File: config.mk
export PLATFORM = sky130hd
export DESIGN_NAME = pat_section_pmt_pid_lookup
export DESIGN_NICKNAME = d
export VERILOG_FILES = /design/src/hdl/pspl_pkg.sv /design/src/hdl/pspl_in_reg.sv /design/src/hdl/pspl_scan.sv /design/src/hdl/pspl_rsp_reg.sv /design/src/hdl/pat_section_pmt_pid_lookup.sv
export SDC_FILE = /design/constraint.sdc
export NUM_CORES = 1
export LEC_CHECK = 0
export CORE_UTILIZATION = 40
export CTS_CLUSTER_SIZE = 10
export DETAILED_ROUTE_END_ITERATION = 8
export DONT_BUFFER_PORTS = 1
export PLACE_DENSITY = 0.56
export SLEW_MARGIN = 10
export SYNTH_ARGS = -nofsm -noshare
export SYNTH_HDL_FRONTEND = slang
export SYNTH_SLANG_ARGS = --single-unit
File: constraint.sdc
create_clock -name clock -period 11.4 [get_ports clock]
set_input_delay 0.57 -clock clock [delete_from_list [all_inputs] [get_ports clock]]
set_output_delay 0.57 -clock clock [all_outputs]
set_load 0.005 [all_outputs]
File: src/hdl/pspl_pkg.sv
// ----------------------------------------------------------------------------
// PAT section PMT PID lookup: shared definitions
// Widths, section layout constants, status codes and the result bundle
// passed from the section scanner to the result register.
// ----------------------------------------------------------------------------
package pspl_pkg;

   // Largest section the block accepts as well formed.
   localparam int unsigned MAX_SECTION_BYTES = 4096;

   // Field widths.
   localparam int unsigned COUNT_W   = 13;
   localparam int unsigned LENGTH_W  = 12;
   localparam int unsigned PID_W     = 13;
   localparam int unsigned SERVICE_W = 16;
   localparam int unsigned ENTRY_W   = 24;

   // Section layout.
   localparam int unsigned HEADER_BYTES = 8;
   localparam int unsigned CRC_BYTES    = 4;
   localparam int unsigned LEN_OVERHEAD = 3;

   // Byte positions of the section length field.
   localparam logic [COUNT_W-1:0] POS_LENGTH_HI = COUNT_W'(1);
   localparam logic [COUNT_W-1:0] POS_LENGTH_LO = COUNT_W'(2);

   // Entry phase of the byte that completes an entry.
   localparam logic [1:0] PHASE_LAST = 2'd3;

   typedef enum logic [1:0] {
      STATUS_FOUND     = 2'd0,
      STATUS_NOT_FOUND = 2'd1,
      STATUS_MISMATCH  = 2'd2
   } status_type;

   typedef struct packed {
      status_type       status;
      logic [PID_W-1:0] pmt_pid;
   } result_type;

endpackage

File: src/hdl/pspl_in_reg.sv
// ----------------------------------------------------------------------------
// PAT section PMT PID lookup: input register
// Holds one accepted section byte until the scanner consumes it.
// ----------------------------------------------------------------------------
module pspl_in_reg import pspl_pkg::*; (
   input  logic       clock,
   input  logic       reset,
   input  logic       req_valid,
   output logic       req_ready,
   input  logic [7:0] req_section_byte,
   input  logic       req_last_byte,
   input  logic       consume,
   output logic       item_valid,
   output logic [7:0] item_byte,
   output logic       item_last
);

   logic       valid_ff;
   logic [7:0] byte_ff;
   logic       last_ff;

   // The register takes a new item when empty or when its item leaves now.
   assign req_ready = !valid_ff || consume;

   always_ff @(posedge clock) begin
      if (reset) begin
         valid_ff <= 1'b0;
      end else if (req_valid && req_ready) begin
         valid_ff <= 1'b1;
      end else if (consume) begin
         valid_ff <= 1'b0;
      end
   end

   // Payload needs no reset.
   always_ff @(posedge clock) begin
      if (req_valid && req_ready) begin
         byte_ff <= req_section_byte;
         last_ff <= req_last_byte;
      end
   end

   assign item_valid = valid_ff;
   assign item_byte  = byte_ff;
   assign item_last  = last_ff;

endmodule

File: src/hdl/pspl_scan.sv
// ----------------------------------------------------------------------------
// PAT section PMT PID lookup: section scanner
// Tracks the byte position, the declared length and the entry being
// assembled, and forms the result for the final byte of a section.
// ----------------------------------------------------------------------------
module pspl_scan import pspl_pkg::*; (
   input  logic                 clock,
   input  logic                 reset,
   input  logic [SERVICE_W-1:0] target_prog,
   input  logic                 consume,
   input  logic [7:0]           item_byte,
   input  logic                 item_last,
   output result_type           result
);

   logic [COUNT_W-1:0]   byte_count_ff,      byte_count_in;
   logic [LENGTH_W-1:0]  declared_length_ff, declared_length_in;
   logic [ENTRY_W-1:0]   entry_bytes_ff,     entry_bytes_in;
   logic                 match_seen_ff,      match_seen_in;
   logic [PID_W-1:0]     matched_pid_ff,     matched_pid_in;

   logic                 count_full;
   logic                 in_entries;
   logic                 in_body;
   logic [1:0]           phase;
   logic [COUNT_W:0]     entry_end;
   logic [COUNT_W:0]     length_total;
   logic [COUNT_W:0]     final_total;
   logic                 mismatch;

   // Position checks on the current byte.
   assign count_full   = &byte_count_ff;
   assign in_entries   = (byte_count_ff >= COUNT_W'(HEADER_BYTES)) && !count_full;
   assign phase        = byte_count_ff[1:0];
   assign entry_end    = {1'b0, byte_count_ff} + (COUNT_W+1)'(CRC_BYTES);
   assign length_total = {2'b00, declared_length_ff} + (COUNT_W+1)'(LEN_OVERHEAD);
   // An entry is compared only if it ends before the trailing CRC.
   assign in_body      = entry_end < length_total;

   // Next section state for the byte in the input register.
   always_comb begin
      declared_length_in = declared_length_ff;
      entry_bytes_in     = entry_bytes_ff;
      match_seen_in      = match_seen_ff;
      matched_pid_in     = matched_pid_ff;
      if (byte_count_ff == POS_LENGTH_HI) begin
         declared_length_in = {item_byte[3:0], declared_length_ff[7:0]};
      end else if (byte_count_ff == POS_LENGTH_LO) begin
         declared_length_in = {declared_length_ff[11:8], item_byte};
      end else if (in_entries) begin
         if (phase == PHASE_LAST) begin
            if (in_body && !match_seen_ff &&
                entry_bytes_ff[23:8] == target_prog) begin
               match_seen_in  = 1'b1;
               matched_pid_in = {entry_bytes_ff[4:0], item_byte};
            end
            entry_bytes_in = '0;
         end else begin
            entry_bytes_in = {entry_bytes_ff[15:0], item_byte};
         end
      end
      byte_count_in = count_full ? byte_count_ff : byte_count_ff + COUNT_W'(1);
   end

   // Result for a final byte, judged on the updated state.
   assign final_total = {2'b00, declared_length_in} + (COUNT_W+1)'(LEN_OVERHEAD);
   assign mismatch    = ({1'b0, byte_count_in} != final_total) ||
                        (byte_count_in > COUNT_W'(MAX_SECTION_BYTES));

   always_comb begin
      result.pmt_pid = '0;
      if (mismatch) begin
         result.status = STATUS_MISMATCH;
      end else if (match_seen_in) begin
         result.status  = STATUS_FOUND;
         result.pmt_pid = matched_pid_in;
      end else begin
         result.status = STATUS_NOT_FOUND;
      end
   end

   // Section state; a final byte clears it for the next section.
   always_ff @(posedge clock) begin
      if (reset || (consume && item_last)) begin
         byte_count_ff      <= '0;
         declared_length_ff <= '0;
         entry_bytes_ff     <= '0;
         match_seen_ff      <= 1'b0;
         matched_pid_ff     <= '0;
      end else if (consume) begin
         byte_count_ff      <= byte_count_in;
         declared_length_ff <= declared_length_in;
         entry_bytes_ff     <= entry_bytes_in;
         match_seen_ff      <= match_seen_in;
         matched_pid_ff     <= matched_pid_in;
      end
   end

endmodule

File: src/hdl/pspl_rsp_reg.sv
// ----------------------------------------------------------------------------
// PAT section PMT PID lookup: result register
// Holds one result item until the consumer takes it.
// ----------------------------------------------------------------------------
module pspl_rsp_reg import pspl_pkg::*; (
   input  logic             clock,
   input  logic             reset,
   input  logic             load,
   input  result_type       result,
   output logic             rsp_valid,
   input  logic             rsp_ready,
   output logic [1:0]       rsp_status,
   output logic [PID_W-1:0] rsp_pmt_pid
);

   logic       valid_ff;
   result_type result_ff;

   always_ff @(posedge clock) begin
      if (reset) begin
         valid_ff <= 1'b0;
      end else if (load) begin
         valid_ff <= 1'b1;
      end else if (rsp_ready) begin
         valid_ff <= 1'b0;
      end
   end

   always_ff @(posedge clock) begin
      if (load) begin
         result_ff <= result;
      end
   end

   assign rsp_valid   = valid_ff;
   assign rsp_status  = result_ff.status;
   assign rsp_pmt_pid = result_ff.pmt_pid;

endmodule

File: src/hdl/pat_section_pmt_pid_lookup.sv
// ----------------------------------------------------------------------------
// PAT section PMT PID lookup
// Scans a program association section byte by byte and reports the PMT PID
// of the configured program, or not found, or a section length mismatch.
// ----------------------------------------------------------------------------
//  channel  | direction | payload
//  req_     | in        | section_byte[7:0], last_byte
//  rsp_     | out       | status[1:0], pmt_pid[12:0] (one item per section)
//  csr_     | in        | target_prog[15:0]
//
// One item per cycle is sustained while no stalled result holds a final
// byte; a byte waits in the input register, and a final byte's result is
// loaded into the result register as that byte is consumed. The scanner
// state updates once per byte. Reset is synchronous and clears all control and
// section state; target_prog resets to 0. A stalled result only holds back
// the final byte of the following section.
// ----------------------------------------------------------------------------
module pat_section_pmt_pid_lookup import pspl_pkg::*; (
   input  logic                 clock,
   input  logic                 reset,
   input  logic                 req_valid,
   output logic                 req_ready,
   input  logic [7:0]           req_section_byte,
   input  logic                 req_last_byte,
   output logic                 rsp_valid,
   input  logic                 rsp_ready,
   output logic [1:0]           rsp_status,
   output logic [PID_W-1:0]     rsp_pmt_pid,
   input  logic                 csr_valid,
   output logic                 csr_ready,
   input  logic [SERVICE_W-1:0] csr_target_prog
);

   logic [SERVICE_W-1:0] target_prog_ff;
   logic                 item_valid;
   logic [7:0]           item_byte;
   logic                 item_last;
   logic                 consume;
   logic                 load;
   result_type           result;

   // Configuration register.
   assign csr_ready = 1'b1;

   always_ff @(posedge clock) begin
      if (reset) begin
         target_prog_ff <= '0;
      end else if (csr_valid) begin
         target_prog_ff <= csr_target_prog;
      end
   end

   // A byte leaves the input register unless its result has nowhere to go.
   assign consume = item_valid && (!item_last || !rsp_valid || rsp_ready);
   assign load    = consume && item_last;

   pspl_in_reg u_in_reg (
      .clock            (clock),
      .reset            (reset),
      .req_valid        (req_valid),
      .req_ready        (req_ready),
      .req_section_byte (req_section_byte),
      .req_last_byte    (req_last_byte),
      .consume          (consume),
      .item_valid       (item_valid),
      .item_byte        (item_byte),
      .item_last        (item_last)
   );

   pspl_scan u_scan (
      .clock       (clock),
      .reset       (reset),
      .target_prog (target_prog_ff),
      .consume     (consume),
      .item_byte   (item_byte),
      .item_last   (item_last),
      .result      (result)
   );

   pspl_rsp_reg u_rsp_reg (
      .clock       (clock),
      .reset       (reset),
      .load        (load),
      .result      (result),
      .rsp_valid   (rsp_valid),
      .rsp_ready   (rsp_ready),
      .rsp_status  (rsp_status),
      .rsp_pmt_pid (rsp_pmt_pid)
   );

`ifndef SYNTHESIS
   // A consumed final byte always produces a result item.
   a_final_gives_result: assert property (@(posedge clock) disable iff (reset)
      load |=> rsp_valid)
      else $error("final byte consumed without a result");

   // Only the defined status codes are reported.
   a_status_code: assert property (@(posedge clock) disable iff (reset)
      rsp_valid |-> (rsp_status == STATUS_FOUND || rsp_status == STATUS_NOT_FOUND ||
                     rsp_status == STATUS_MISMATCH))
      else $error("undefined status code");

   // A PID is reported only when the program was found.
   a_pid_zero: assert property (@(posedge clock) disable iff (reset)
      (rsp_valid && rsp_status != STATUS_FOUND) |-> rsp_pmt_pid == '0)
      else $error("nonzero PID without a match");

   // A final byte never overwrites a result that is still waiting.
   a_no_overwrite: assert property (@(posedge clock) disable iff (reset)
      (rsp_valid && !rsp_ready) |-> !load)
      else $error("result overwritten while stalled");
`endif

endmodule

**Word-level counts from Yosys, hierarchy flattened**

Index checks and enable logic that the tools add are counted.

- Register bits after elaboration: 105
- Input port bits: 30
- Output and inout bits: 18
- Word-level logic and storage cells: 67

- Add/subtract/negate cells: 4
- $lt $le $gt $ge: 3
- Equality and inequality tests: 5
- Muxes and demuxes: 19
- Bitwise operators: 3
- Reductions and logical operators: 21

Operators by type and width:

| kind | count |
|---|---|
| 13-bit two-way mux | 6 |
| 12-bit by 2-bit adder with 13-bit output, second input constant | 2 |
| 24-bit two-way mux | 1 |
| 16-bit equality test | 1 |
| 13-bit by 3-bit adder with 14-bit output, second input constant | 1 |
| 14-bit less-than comparator | 1 |
| 13-bit by 14-bit != test with 1-bit output | 1 |
| 13-bit by 1-bit adder with 13-bit output, second input constant | 1 |
| 13-bit by 1-bit equality test with 1-bit output, second input constant | 1 |
| 13-bit by 2-bit equality test with 1-bit output, second input constant | 1 |
| 13-bit by 4-bit >= comparator with 1-bit output, second input constant | 1 |
| 13-bit greater-than comparator, second input constant | 1 |
| 13-bit AND reduction | 1 |
| 12-bit two-way mux | 1 |
| 1-bit two-way mux | 10 |
| 8-bit two-way mux | 1 |
| 1-bit logical AND | 6 |
| 1-bit zero test | 5 |
| 1-bit logical OR | 5 |
| 4-bit AND reduction | 1 |
| 2-bit nonzero test | 2 |
| 1-bit NOT | 3 |
| 2-bit equality test, second input constant | 1 |
| 2-bit OR reduction | 1 |

**Depth between registers and ports, before layout**

Gate-level depths: netlist of run 1.

- Depth in word-level cells: 11
- Gate-level depth with buffers: 16
- Gate-level depth less buffers: 14

**Hierarchy**

Synthesis of run 1 repeated with hierarchy kept, for this count alone.

- Cells, all modules: 676
- Area, all modules: 6123.4 um^2

Modules (own cells, without submodules):

| module | instances | cells each | area an instance (um^2) | sequential area each (um^2) |
|---|---|---|---|---|
| pspl_scan | 1 | 585 | 4695.8 | 1261.2 |
| pat_section_pmt_pid_lookup | 1 | 58 | 613.1 | 320.3 |
| pspl_rsp_reg | 1 | 19 | 489.2 | 470.5 |
| pspl_in_reg | 1 | 14 | 325.3 | 290.3 |

**Worst setup path after synthesis of run 1**

Ideal clock, no wire load.

- Kind: register to register
- Start: register u_scan.byte_count_ff[6]
- End: register u_rsp_reg.result_ff (netlist bit u_rsp_reg.rsp_status[1]) (data pin)
- Library setup time: 259 ps
- Arrival time: 3426 ps
- Data required time: 11141 ps
- Setup slack: 7715 ps
- Cell stages (with the launch flop): 14
- Buffers on the path: 3
- Period minus slack after synthesis: 3685 ps
- Path through: dfxtp_1 > buf_6 > or4_4 > nor4_4 > buf_6 > a21oi_1 > ha_1 > nor4b_1 > mux2i_1 > a21oi_1 > xnor2_1 > or4_1 > buf_2 > or2_1

- Cells in the longest elaborated chain, start to end: 6
- Elaborated cells on any way between the ends: 11
- Those cells by class: add/sub (2); order compare (1); eq/ne (3); mux (3); reduce/logical (2)

RTL lines:

| item | line | source |
|---|---|---|
| from (decl) | pspl_scan.sv:16 | `logic [COUNT_W-1:0] byte_count_ff, byte_count_in;` |
| from (signal assigned) | pspl_scan.sv:91 | `byte_count_ff <= byte_count_in;` |
| 13-bit by 2-bit equality test with 1-bit output | pspl_scan.sv:48 | `end else if (byte_count_ff == POS_LENGTH_LO) begin` |
| 8-bit two-way mux | pspl_scan.sv:48 |  |
| 12-bit two-way mux | pspl_scan.sv:46 | `if (byte_count_ff == POS_LENGTH_HI) begin` |
| 12-bit by 2-bit adder with 13-bit output | pspl_scan.sv:66 | `assign final_total = {2'b00, declared_length_in} + (COUNT_W+1)'(LEN_OVERHEAD);` |
| 13-bit by 14-bit != test with 1-bit output | pspl_scan.sv:67 | `assign mismatch = ({1'b0, byte_count_in} != final_total) \|\|` |
| 1-bit logical OR (*) | pspl_scan.sv:67 |  |
| named net u_scan.mismatch | pspl_scan.sv:29 | `logic mismatch;` |
| to (signal assigned) | pspl_rsp_reg.sv:31 | `result_ff <= result;` |
| to (decl) | pspl_rsp_reg.sv:17 | `result_type result_ff;` |

Mark *: on every way through the listed nets, which the timed path passes. The rest lies on a longest branch.
A chain may end at the register's enable or synchronous reset.

**Worst setup path after layout of run 1**

- Start: register u_scan.byte_count_ff[5]
- End: register u_rsp_reg.result_ff (netlist bit u_rsp_reg.rsp_status[1]) (data pin)

Same word-level chain as after synthesis.

==> results by group, run 1 <==
Status
  – Outcome: finished with violations
  – Violated checks: DRC

Critical path
  – Critical Path Fanout Max: 24
  – Critical path type: register to register
  – CP startpoint: u_scan.byte_count_ff[5]$_SDFFE_PP0P_
  – R2R setup slack: about 7000 ps
  – Crit path capture: u_rsp_reg.rsp_status[1]$_SDFFCE_PP1P_
  – Worst Path Required: ~12000 ps
  – Arrival time at the worst endpoint: about 4500 ps
  – RR Endpoint: u_rsp_reg.rsp_status[1]$_SDFFCE_PP1P_
  – Worst reg2reg path startpoint: u_scan.byte_count_ff[5]$_SDFFE_PP0P_
  – Crit path launch type: register
  – Reg2reg path depth: 11
  – CP endpoint kind: register

Final layout
  – Area grow syn2layout: 5.875%
  – Multi-input gate area: ~0.0034 mm2
  – Layout cell share with drive strength beyond 1: a little under 7%
  – Final core utilization: a little over two fifths
  – N_diodes: 0
  – Nets: approximately 690
  – Reg area: about 0.0023 mm2
  – Number of fill cells: around 1400
  – Fin cells: between 800 and 900
  – Final non-filler cell area: roughly 0.0064 mm2

Timing
  – Final Max Slew Viols: 0
  – Worst setup margin: slightly below 7000 ps
  – Final worst-path cycle share: 38.92%
  – TNS Setup: 0 ps
  – RSZ-0062 raised after global routing: false
  – Max-slew headroom: 36.89%
  – Final Hold Vio Count: 0
  – Final Skew: 8.647 ps
  – Final setup fails: 0
  – Worst-Margin Slew: 946.7 ps
  – Max frequency: around 230 MHz
  – Post-layout minimum cycle time: 4437 ps

GRT
  – First-pass GRT wire length: ~24 mm
  – Busiest layer in global routing: met2
  – Total gr overflow: 0
  – M3 GR Usage: under 10%
  – Initial antenna violation count: 0
  – Total Routing Usage GR: 19.30%
  – Met2 usage: about 29%
  – Pin count of the biggest net entering global routing: 50
  – M1 GR Usage: about 28%
  – Vias in the first global route: around 4500

Detailed routing
  – WL/cell: approximately 17 um
  – Drt drc: 6
  – Final WL: 14.27 mm
  – Post-DRT Antenna Nets: 0
  – Avg Vias per Cell: 5.595
  – DR pass1 iterations: 7
  – Initial DRC count: approximately 450
  – Via count: 4605

Synth
  – Netlist Area Pre-Place: about 0.0060 mm2
  – Top_reg_cell synth: dfxtp_1
  – YS warnings: 0
  – EDFF count, synth: 24
  – Seq/Total Area, Yosys: 38.73%
  – Synthesized Nets: around 720
  – Async set or reset register ratio after synthesis: 0%
  – Gate Count Post-Synth: about 670
  – Register bit total from synthesis: 105
  – Syn Area/Cell: 9.095 um2
  – Netlist cell types: 57

Die
  – Row count: between 40 and 50
  – Top-level port count: 48
  – Die Ht: between 100 and 150 um
  – Die area: around 0.016 mm2
  – Initial Util: between 40% and 50%
  – Core area: 0.01464 mm2
  – Die width: roughly 120 um

Placed design
  – Gpl congestion: between 0.8 and 0.9
  – Pre-CTS WS: 6994 ps
  – Number of port buffers: 0
  – DP HPWL: a little over 10 mm
  – Post-Place Cells: approximately 810
  – Placed cell area: 0.006106 mm2

Clock network
  – # H-tree levels: 3
  – Setup Fix Bufs, Post-CTS: 0
  – Hold buffer count at cts: 0
  – Post_cts resized: 0
  – CTS Root Cell: clkbuf_16
  – Clk buf depth: 2
  – Skew-Pair Late Insertion Delay: about 360 ps
  – Clock Sinks: ~110
  – Worst-path clk slew: about 70 ps
  – CTS tree: yes
  – Cts bufs inserted: 9

Power and ir drop
  – PwrDens: 120.5 mW/mm2
  – Maximum VDD drop: ~0.000072 V
  – Leakage: around 0.0022 uW

Run
  – # Max-Cap Violations: 0

Min path
  – Worst min path class: primary input to register
==> worst min-delay path by stage <==
stage | startpoint | to | slack (ps) | cells past startpoint
finish | reset | target_prog_ff[4]$_SDFFE_PP0P_ | 270 | 1
global route | reset | target_prog_ff[5]$_SDFFE_PP0P_ | 250 | 1
CTS | reset | target_prog_ff[13]$_SDFFE_PP0P_ | 260 | 1
detailed placement | u_scan.matched_pid_ff[2]$_SDFFE_PP0P_ | u_scan.matched_pid_ff[2]$_SDFFE_PP0P_ | 480 | 2
global placement | u_scan.entry_bytes_ff[6]$_SDFFE_PP0P_ | u_scan.entry_bytes_ff[6]$_SDFFE_PP0P_ | 470 | 2
floorplan | u_scan.entry_bytes_ff[5]$_SDFFE_PP0P_ | u_scan.entry_bytes_ff[5]$_SDFFE_PP0P_ | 450 | 2
==> critical path: stages, from the launching register on <==
cell     delay [ps]
dfxtp_1         400
or4_4           610
nor4_4          250
buf_4           340
mux2i_1         400
ha_1            370
nor4b_1         100
mux2i_1         310
a21oi_1         100
xnor2_1         140
or4_1           820
or2_1           330
==> Yosys cell counts, types with 8 or more instances <==
| cell | count | share of area, % |
|---|---|---|
| a21oi_1 | 44 | 3.6 |
| a22oi_1 | 13 | 1.6 |
| clkbuf_1 | 36 | 2.2 |
| dfxtp_1 | 81 | 27 |
| edfxtp_1 | 24 | 12 |
| ha_1 | 21 | 4.3 |
| inv_1 | 10 | 0.62 |
| mux2i_1 | 51 | 8.4 |
| nand2_1 | 31 | 1.9 |
| nand3_1 | 25 | 2.1 |
| nand4_1 | 8 | 0.83 |
| nor2_1 | 93 | 5.8 |
| nor3_1 | 16 | 1.3 |
| nor3_2 | 10 | 1.7 |
| nor3b_1 | 24 | 3.0 |
| o21ai_0 | 12 | 0.99 |
| xnor2_1 | 27 | 3.9 |
| xor2_1 | 31 | 4.5 |
==> cell usage in the layout (no fill, tap or decap), drive strengths merged, types with 13 or more instances in the layout <==
master | synthesis | routed
nand2 | 31 | 31
a21oi | 44 | 44
nor2 | 93 | 93
nand3 | 25 | 25
mux2i | 51 | 51
xor2 | 31 | 31
dfxtp | 81 | 81
nor3b | 24 | 24
a22oi | 13 | 13
xnor2 | 27 | 27
ha | 21 | 21
edfxtp | 24 | 24
nor3 | 26 | 26
==> layout make-up <==
class	count	area share (%)
inverter	10	0.5862
clock buffer	10	3.908
timing repair buffer	8	0.9379
tap	184	3.595
clock inverter	6	0.7425
sequential	105	36.58
multi-input combinational	500	53.65
==> metal layers <==
layer | vias to the layer above | part of all wire (%)
li1 | 2313 | -
met5 | - | 0
met3 | 15 | 4.6
met1 | 2166 | 50
met2 | 111 | 44
met4 | 0 | 1.4
==> metrics by stage <==
step                hold slack (ps)  total power, uW
floorplan                     448.4            462.1
global placement              467.0            471.6
detailed placement            480.8            472.8
CTS                           255.2            783.9
global route                  253.0            803.4
finish                        273.5            771.7
==> where the power goes <==
group | internal, uW | switching, uW | leakage [uW]
sequential | 389 | 11.6 | 0.000886
combinational | 23.9 | 39.8 | 0.00118
clock | 164 | 144 | 0.000150
==> sequential cells by signal, indices dropped and copies added (netlist names) <==
register	cells
target_prog_ff	16
u_in_reg.item_byte	8
u_in_reg.item_last	1
u_in_reg.item_valid	1
u_rsp_reg.rsp_pmt_pid	13
u_rsp_reg.rsp_status	2
u_rsp_reg.rsp_valid	1
u_scan.byte_count_ff	13
u_scan.declared_length_ff	12
u_scan.entry_bytes_ff	24
u_scan.match_seen_ff	1
u_scan.matched_pid_ff	13
==> cell families (layout without fill, tap and decap cells) <==
| logic type | Yosys count | in the layout | synth area share, % |
|---|---|---|---|
| AO/OA/AOI/OAI | 107 | 107 | 11.27 |
| XOR/XNOR | 60 | 60 | 9.144 |
| adder cells (fa/ha/maj) | 21 | 21 | 4.344 |
| buffers and inverters | 60 | 34 | 4.551 |
| flip-flops | 105 | 105 | 38.73 |
| multiplexers | 52 | 52 | 8.688 |
| other | 1 | 1 | 0.06200 |
| AND/OR/NAND/NOR | 259 | 259 | 23.21 |
Note: power is estimated with default switching activity, not from simulation.
==> run 2: changes to the inputs <==
Settings changed: PLACE_DENSITY 0.56 to 0.58.
Clock period 11.4 ns to 3.85 ns, I/O delays scaled along.
==> results by group, run 2 (synthesis gave the netlist of run 1 again) <==
Critical path
  – RR Endpoint: u_rsp_reg.rsp_pmt_pid[8]$_SDFFCE_PP0P_
  – Critical Path Fanout Max: 10 (-58%)
  – Buf/Inv on CP: 3 (+2)
  – Reg2reg path depth: 14 (+3)
  – Arrival time at the worst endpoint: 3830 ps (-710 ps)
  – R2R setup slack: 210 ps (-6750 ps)
  – Worst Path Required: 4050 ps (-7450 ps)
  – CP endpoint kind: register
  – Slowest stage cell, crit path: or4_4
  – Top cell family by delay on the critical path: simple AND/OR/NAND/NOR gates
  – Worst-path cell chain: or4_4, nor4_4, buf_4, mux2i_1, ha_2, nor4b_2, mux2i_1, buf_4, a21oi_1, a32o_1, mux2i_1, o221ai_2, buf_4, nor3_2
  – Largest stage delay on the critical path: 590 ps (-230 ps)
  – Crit path launch type: register
  – Worst reg2reg path startpoint: u_scan.byte_count_ff[12]$_SDFFE_PP0P_
  – Critical path type: register to register

Die
  – Core area: 0.01464 mm2 (unchanged)
  – Top-level port count: 48 (unchanged)
  – Die Ht: 125.0 um (unchanged)
  – Initial Util: 41.30% (unchanged)
  – Row count: 44 (unchanged)
  – Die area: 0.01562 mm2 (unchanged)
  – Die width: 125.0 um (unchanged)

GRT
  – Total gr overflow: 0 (unchanged)
  – Busiest layer in global routing: met2
  – M1 GR Usage: 27.39% (-0.23 points)
  – Initial antenna violation count: 0 (unchanged)
  – Vias in the first global route: 4788 (+7.2%)
  – Met2 usage: 33.65% (+4.9 points)
  – First-pass GRT wire length: 25.27 mm (+6.1%)
  – M3 GR Usage: 4.621% (-0.086 points)
  – Pin count of the biggest net entering global routing: 49 (-2.0%)
  – Total Routing Usage GR: 20.51% (+1.2 points)

Timing
  – Final setup fails: 0 (unchanged)
  – Max frequency: 275.0 MHz (+22%)
  – Post-layout minimum cycle time: 3636 ps (-801.3 ps)
  – Final worst-path cycle share: 94.44% (+56 points)
  – Worst-Margin Slew: 918.1 ps (-28.60 ps)
  – Final Hold Vio Count: 0 (unchanged)
  – Max-slew headroom: 38.80% (+1.9 points)
  – Final Max Slew Viols: 0 (unchanged)
  – Final Skew: 11.81 ps (+3.159 ps)
  – RSZ-0062 raised after global routing: false
  – TNS Setup: 0 ps (unchanged)

Placed design
  – Placed cell area: 0.006299 mm2 (+3.2%)
  – DP HPWL: 10.65 mm (+5.3%)
  – Number of port buffers: 0 (unchanged)
  – Gpl congestion: 0.9161 (+7.3%)

Power and ir drop
  – Sw Pwr: 604.3 uW (+210%)
  – Sw Ratio: 25.37% (+0.037 points)
  – Leakage: 0.002536 uW (+15%)
  – Maximum VDD drop: 0.0002103 V (+190%)
  – Pwr Total: 2382 uW (+210%)
  – Clock network power share: 39.5% (-0.4 points)
  – Internal power: 1778 uW (+210%)
  – Reg power frac: 49.4% (-2.5 points)
  – Comb pwr share: 11.1% (+2.9 points)
  – PwrDens: 336.3 mW/mm2 (+180%)

Final layout
  – Number of fill cells: 1375 (-5.0%)
  – Biggest registers after layout: u_scan.entry_bytes_ff (24), target_prog_ff (16)
  – Layout cell share with drive strength beyond 1: 11.30% (+4.4 points)
  – Nets: 754 (+10%)
  – N_diodes: 0 (unchanged)
  – Biggest register: u_scan.entry_bytes_ff
  – Commonest cells after routing, fill and taps aside: nor2_1, dfxtp_1, mux2i_1
  – Largest register FFs: 24 (unchanged)
  – Area grow syn2layout: 17.11%
  – Most common cell after layout, fill and taps aside: nor2_1
  – Final non-filler cell area: 0.007083 mm2 (+11%)

Detailed routing
  – Post-DRT Antenna Nets: 0 (unchanged)
  – Avg Vias per Cell: 5.619 (+0.42%)
  – Drt drc: 8 (+2)
  – WL/cell: 17.58 um (+1.4%)
  – Final WL: 15.69 mm (+9.9%)
  – Initial DRC count: 595 (+33%)
  – Via count: 5012 (+8.8%)
  – DR pass1 iterations: 7 (unchanged)

Clock network
  – Worst-path clk slew: 80 ps (about the same)
  – # H-tree levels: 3 (unchanged)
  – Skew-Pair Late Insertion Delay: 350 ps (about the same)
  – Clk buf depth: 2 (unchanged)
  – CTS tree: yes
  – Cts bufs inserted: 9 (unchanged)
  – CTS Root Cell: clkbuf_16
  – Clock Sinks: 105 (unchanged)

Run
  – # Max-Cap Violations: 0 (unchanged)

Min path
  – Worst min path class: primary input to register
  – Hold endpoint: target_prog_ff[8]$_SDFFE_PP0P_
  – Hold Path Depth: 2 (+1)
  – Hold Startpoint: csr_valid

Status
  – Outcome: finished with violations
  – Violated checks: DRC
[run 2: cell types whose count changed in the layout (fill, tap and decap cells not counted), sizes merged]
cell	change
inv	+3
dlygate4sd3	+38
clkbuf	+1
clkinv	-4
buf	+31
[run 2: worst max-delay path by stage]
stage / startpoint / endpoint / slack, ps / cells after the start
after floorplan: u_scan.byte_count_ff[6]$_SDFFE_PP0P_ / u_rsp_reg.rsp_status[1]$_SDFFCE_PP1P_ / 160 / 13
after global placement: u_scan.byte_count_ff[5]$_SDFFE_PP0P_ / u_rsp_reg.rsp_pmt_pid[11]$_SDFFCE_PP0P_ / 200 / 13
after detailed placement: u_scan.byte_count_ff[5]$_SDFFE_PP0P_ / u_rsp_reg.rsp_pmt_pid[8]$_SDFFCE_PP0P_ / 70 / 13
after CTS: u_scan.byte_count_ff[5]$_SDFFE_PP0P_ / u_rsp_reg.rsp_pmt_pid[3]$_SDFFCE_PP0P_ / 40 / 13
after global routing: u_scan.byte_count_ff[12]$_SDFFE_PP0P_ / u_rsp_reg.rsp_pmt_pid[3]$_SDFFCE_PP0P_ / 1 / 14
final: u_scan.byte_count_ff[12]$_SDFFE_PP0P_ / u_rsp_reg.rsp_pmt_pid[8]$_SDFFCE_PP0P_ / 210 / 14
[run 2: stage by stage]
stage	util, %	hold WS, ps	setup slack, ps	instances
detailed placement	43.01	268.4	66.15	831
finish	48.37	18.56	214.1	892
global placement	43.01	266.7	195.1	831
floorplan	-	291.4	164.9	665
global route	48.37	28.16	1.064	892
CTS	47.69	3.107	42.05	885
[run 2: cell type report]
type	instances	area, um2	share of cell area [%]
repair buffers	77	699.4	9.875
clock inverters	5	41.29	0.5829
well taps	184	230.2	3.250
flip-flops and latches	105	2342	33.07
clock buffers	11	264.0	3.727
inverters	10	37.54	0.5299
multi-input cells	500	3468	48.97
[run 2: layer usage]
layer / up-vias / part of all wire (%)
met5: - / 0
li1: 2456 / -
met4: 0 / 1.6
met3: 21 / 5.9
met1: 2388 / 46
met2: 147 / 46
[run 2: power by group through the flow]
stage / registers (uW) / clock network, uW / logic (uW)
6_report: 1180 / 941 / 264
5_1_grt: 1180 / 1010 / 287
4_1_cts: 1180 / 966 / 255
3_5_place_dp: 1200 / 0 / 216
3_3_place_gp: 1200 / 0 / 211
2_1_floorplan: 1190 / 0 / 178
[run 2: timing repair]
action | 4_1_cts | 5_1_grt
hold endpoints to repair | 27 | 0
gates resized for setup | 0 | 7
hold buffers | 38 | 0
setup buffers | 0 | 6
endpoints found under the setup margin | 0 | 14
==> run 3: changes to the inputs <==
Settings changed: CELL_PAD_IN_SITES_DETAIL_PLACEMENT from default to 1, CELL_PAD_IN_SITES_GLOBAL_PLACEMENT from default to 1, CTS_CLUSTER_SIZE 10 to 16, PLACE_DENSITY 0.58 to 0.72.
==> results by group, run 3 (synthesis gave the netlist of run 1 again) <==
Min path
  – Hold endpoint: target_prog_ff[7]$_SDFFE_PP0P_
  – Hold Startpoint: csr_valid
  – Worst min path class: primary input to register
  – Hold Path Depth: 2 (unchanged)

GRT
  – First-pass GRT wire length: 27.97 mm (+11%)
  – Total gr overflow: 0 (unchanged)
  – Vias in the first global route: 5165 (+7.9%)
  – Pin count of the biggest net entering global routing: 50 (+2.0%)
  – Total Routing Usage GR: 22.62% (+2.1 points)
  – Initial antenna violation count: 1 (+1)

Final layout
  – Biggest register: u_scan.entry_bytes_ff
  – Biggest registers after layout: u_scan.entry_bytes_ff (24), target_prog_ff (16)
  – Layout cell share with drive strength beyond 1: 10.16% (-1.1 points)
  – Commonest cells after routing, fill and taps aside: nor2_1, dfxtp_1, mux2i_1
  – Largest register FFs: 24 (unchanged)
  – Most common cell after layout, fill and taps aside: nor2_1
  – N_diodes: 0 (unchanged)
  – Final core utilization: 46.77% (-1.6 points)
  – Area grow syn2layout: 13.24%
  – Nets: 735 (-2.5%)

Critical path
  – Crit path launch type: register
  – Reg2reg path depth: 12 (-2)
  – CP startpoint: u_scan.byte_count_ff[12]$_SDFFE_PP0P_
  – Arrival time at the worst endpoint: 3860 ps (+30 ps)
  – Slowest stage cell, crit path: or4_4
  – Worst-path cell chain: or4_4, nor4_4, buf_4, mux2i_1, ha_2, nor4b_1, mux2i_1, a21oi_1, xnor2_1, or4_1, buf_4, nor3_2
  – Worst reg2reg path startpoint: u_scan.byte_count_ff[12]$_SDFFE_PP0P_
  – R2R setup slack: 190 ps (-30 ps)
  – Worst Path Required: 4040 ps (about the same)
  – Critical path type: register to register
  – CP endpoint kind: register
  – RR Endpoint: u_rsp_reg.rsp_pmt_pid[4]$_SDFFCE_PP0P_
  – Critical Path Fanout Max: 10 (unchanged)
  – Largest stage delay on the critical path: 580 ps (about the same)

Clock network
  – CTS tree: yes
  – CTS Root Cell: clkbuf_16
  – Cts bufs inserted: 9 (unchanged)
  – Worst-path clk slew: 80 ps (about the same)
  – # H-tree levels: 3 (unchanged)
  – Clock Sinks: 105 (unchanged)
  – Clk buf depth: 2 (unchanged)
  – Skew-Pair Late Insertion Delay: 350 ps (about the same)

Detailed routing
  – DR pass1 iterations: 6 (-1)
  – WL/cell: 19.42 um (+10%)
  – Via count: 4914 (-2.0%)
  – Drt drc: 4 (-4)
  – Initial DRC count: 416 (-30%)
  – Final WL: 16.95 mm (+8.1%)
  – Post-DRT Antenna Nets: 0 (unchanged)
  – Avg Vias per Cell: 5.629 (+0.18%)

Timing
  – Final Hold Vio Count: 0 (unchanged)
  – Worst-Margin Slew: 876.4 ps (-41.68 ps)
  – Final Max Slew Viols: 0 (unchanged)
  – Hold slack: 8.550 ps (-10.01 ps)
  – Final Skew: 13.39 ps (+1.580 ps)
  – Final setup fails: 0 (unchanged)
  – Final worst-path cycle share: 95.12% (+0.68 points)
  – Max frequency: 273.1 MHz (-0.71%)
  – Post-layout minimum cycle time: 3662 ps (+26.03 ps)
  – Max-slew headroom: 41.57% (+2.8 points)

Die
  – Core area: 0.01464 mm2 (unchanged)
  – Row count: 44 (unchanged)
  – Top-level port count: 48 (unchanged)
  – Die Ht: 125.0 um (unchanged)
  – Die width: 125.0 um (unchanged)
  – Die area: 0.01562 mm2 (unchanged)
  – Initial Util: 41.30% (unchanged)

Power and ir drop
  – Maximum VDD drop: 0.0001993 V (-5.2%)
  – Comb pwr share: 10.6% (-0.5 points)
  – Sw Ratio: 25.94% (+0.57 points)
  – Reg power frac: 51.3% (+1.9 points)
  – Leakage: 0.002433 uW (-4.1%)
  – Clock network power share: 38.0% (-1.5 points)
  – Pwr Total: 2302 uW (-3.4%)
  – PwrDens: 336.1 mW/mm2 (about the same)
  – Sw Pwr: 597.1 uW (-1.2%)
  – Internal power: 1705 uW (-4.1%)

Run
  – # Max-Cap Violations: 0 (unchanged)

Status
  – Outcome: finished with violations
  – Violated checks: DRC

Placed design
  – Number of port buffers: 0 (unchanged)
  – DP HPWL: 12.08 mm (+13%)
  – Gpl congestion: 0.8622 (-5.9%)
-- run 3: stage by stage --
step	TNS (ps)	area [um2]	std cells	setup WS (ps)
detailed placement	0	6274	827	97.81
CTS	0	6822	870	101.1
global route	-27.00	6849	873	-11.57
floorplan	0	6048	665	164.9
global placement	0	6274	827	294.7
finish	0	6849	873	188.1
-- run 3: how the worst max path moves through the flow --
| stage | endpoint | slack [ps] | cells past startpoint |
|---|---|---|---|
| global placement | u_rsp_reg.rsp_pmt_pid[5]$_SDFFCE_PP0P_ | 290 | 11 |
| floorplan | u_rsp_reg.rsp_status[1]$_SDFFCE_PP1P_ | 160 | 13 |
| finish | u_rsp_reg.rsp_pmt_pid[4]$_SDFFCE_PP0P_ | 190 | 12 |
| global route | u_rsp_reg.rsp_pmt_pid[6]$_SDFFCE_PP0P_ | -10 | 11 |
| detailed placement | u_rsp_reg.rsp_pmt_pid[6]$_SDFFCE_PP0P_ | 100 | 11 |
| CTS | u_rsp_reg.rsp_pmt_pid[6]$_SDFFCE_PP0P_ | 100 | 11 |
-- run 3: what timing repair did --
action | CTS | global route
hold buffers | 27 | 0
resized for setup | 0 | 2
setup buffers | 0 | 3
setup endpoints to repair | 0 | 12
hold endpoints to repair | 27 | 0
-- run 3: routing by layer --
layer / up-vias / GRT usage [%] / share of wire, %
met2: 98 / 38.09 / 49
met1: 2396 / 30.40 / 46
met4: 0 / 5.811 / 0.94
met5: - / 0 / 0
met3: 14 / 3.295 / 4.7
li1: 2406 / - / -
-- run 3: worst max-delay path, delay by kind of cell (launching register included) --
kind                     cells  cell delay, ps
XOR/XNOR                     1             130
flip-flops                   1             320
AND/OR/NAND/NOR              5            1670
buffers and inverters        2             420
adder cells (fa/ha/maj)      1             280
multiplexers                 2             570
AO/OA/AOI/OAI                1             100
-- run 3: area by class of cell --
class | instances | area [um2]
clock buffers | 9 | 225.2
clock inverters | 7 | 52.55
fillers | 1668 | 7795
inverters | 10 | 37.54
multi-input cells | 500 | 3446
flip-flops and latches | 105 | 2342
well taps | 184 | 230.2
repair buffers | 58 | 515.5
-- run 3: power groups by stage --
stage          Sequential [uW]  Combinational, uW  Clock [uW]
2_1_floorplan             1190                178           0
3_3_place_gp              1210                206           0
3_5_place_dp              1210                214           0
4_1_cts                   1180                243         907
5_1_grt                   1180                268         943
6_report                  1180                245         876
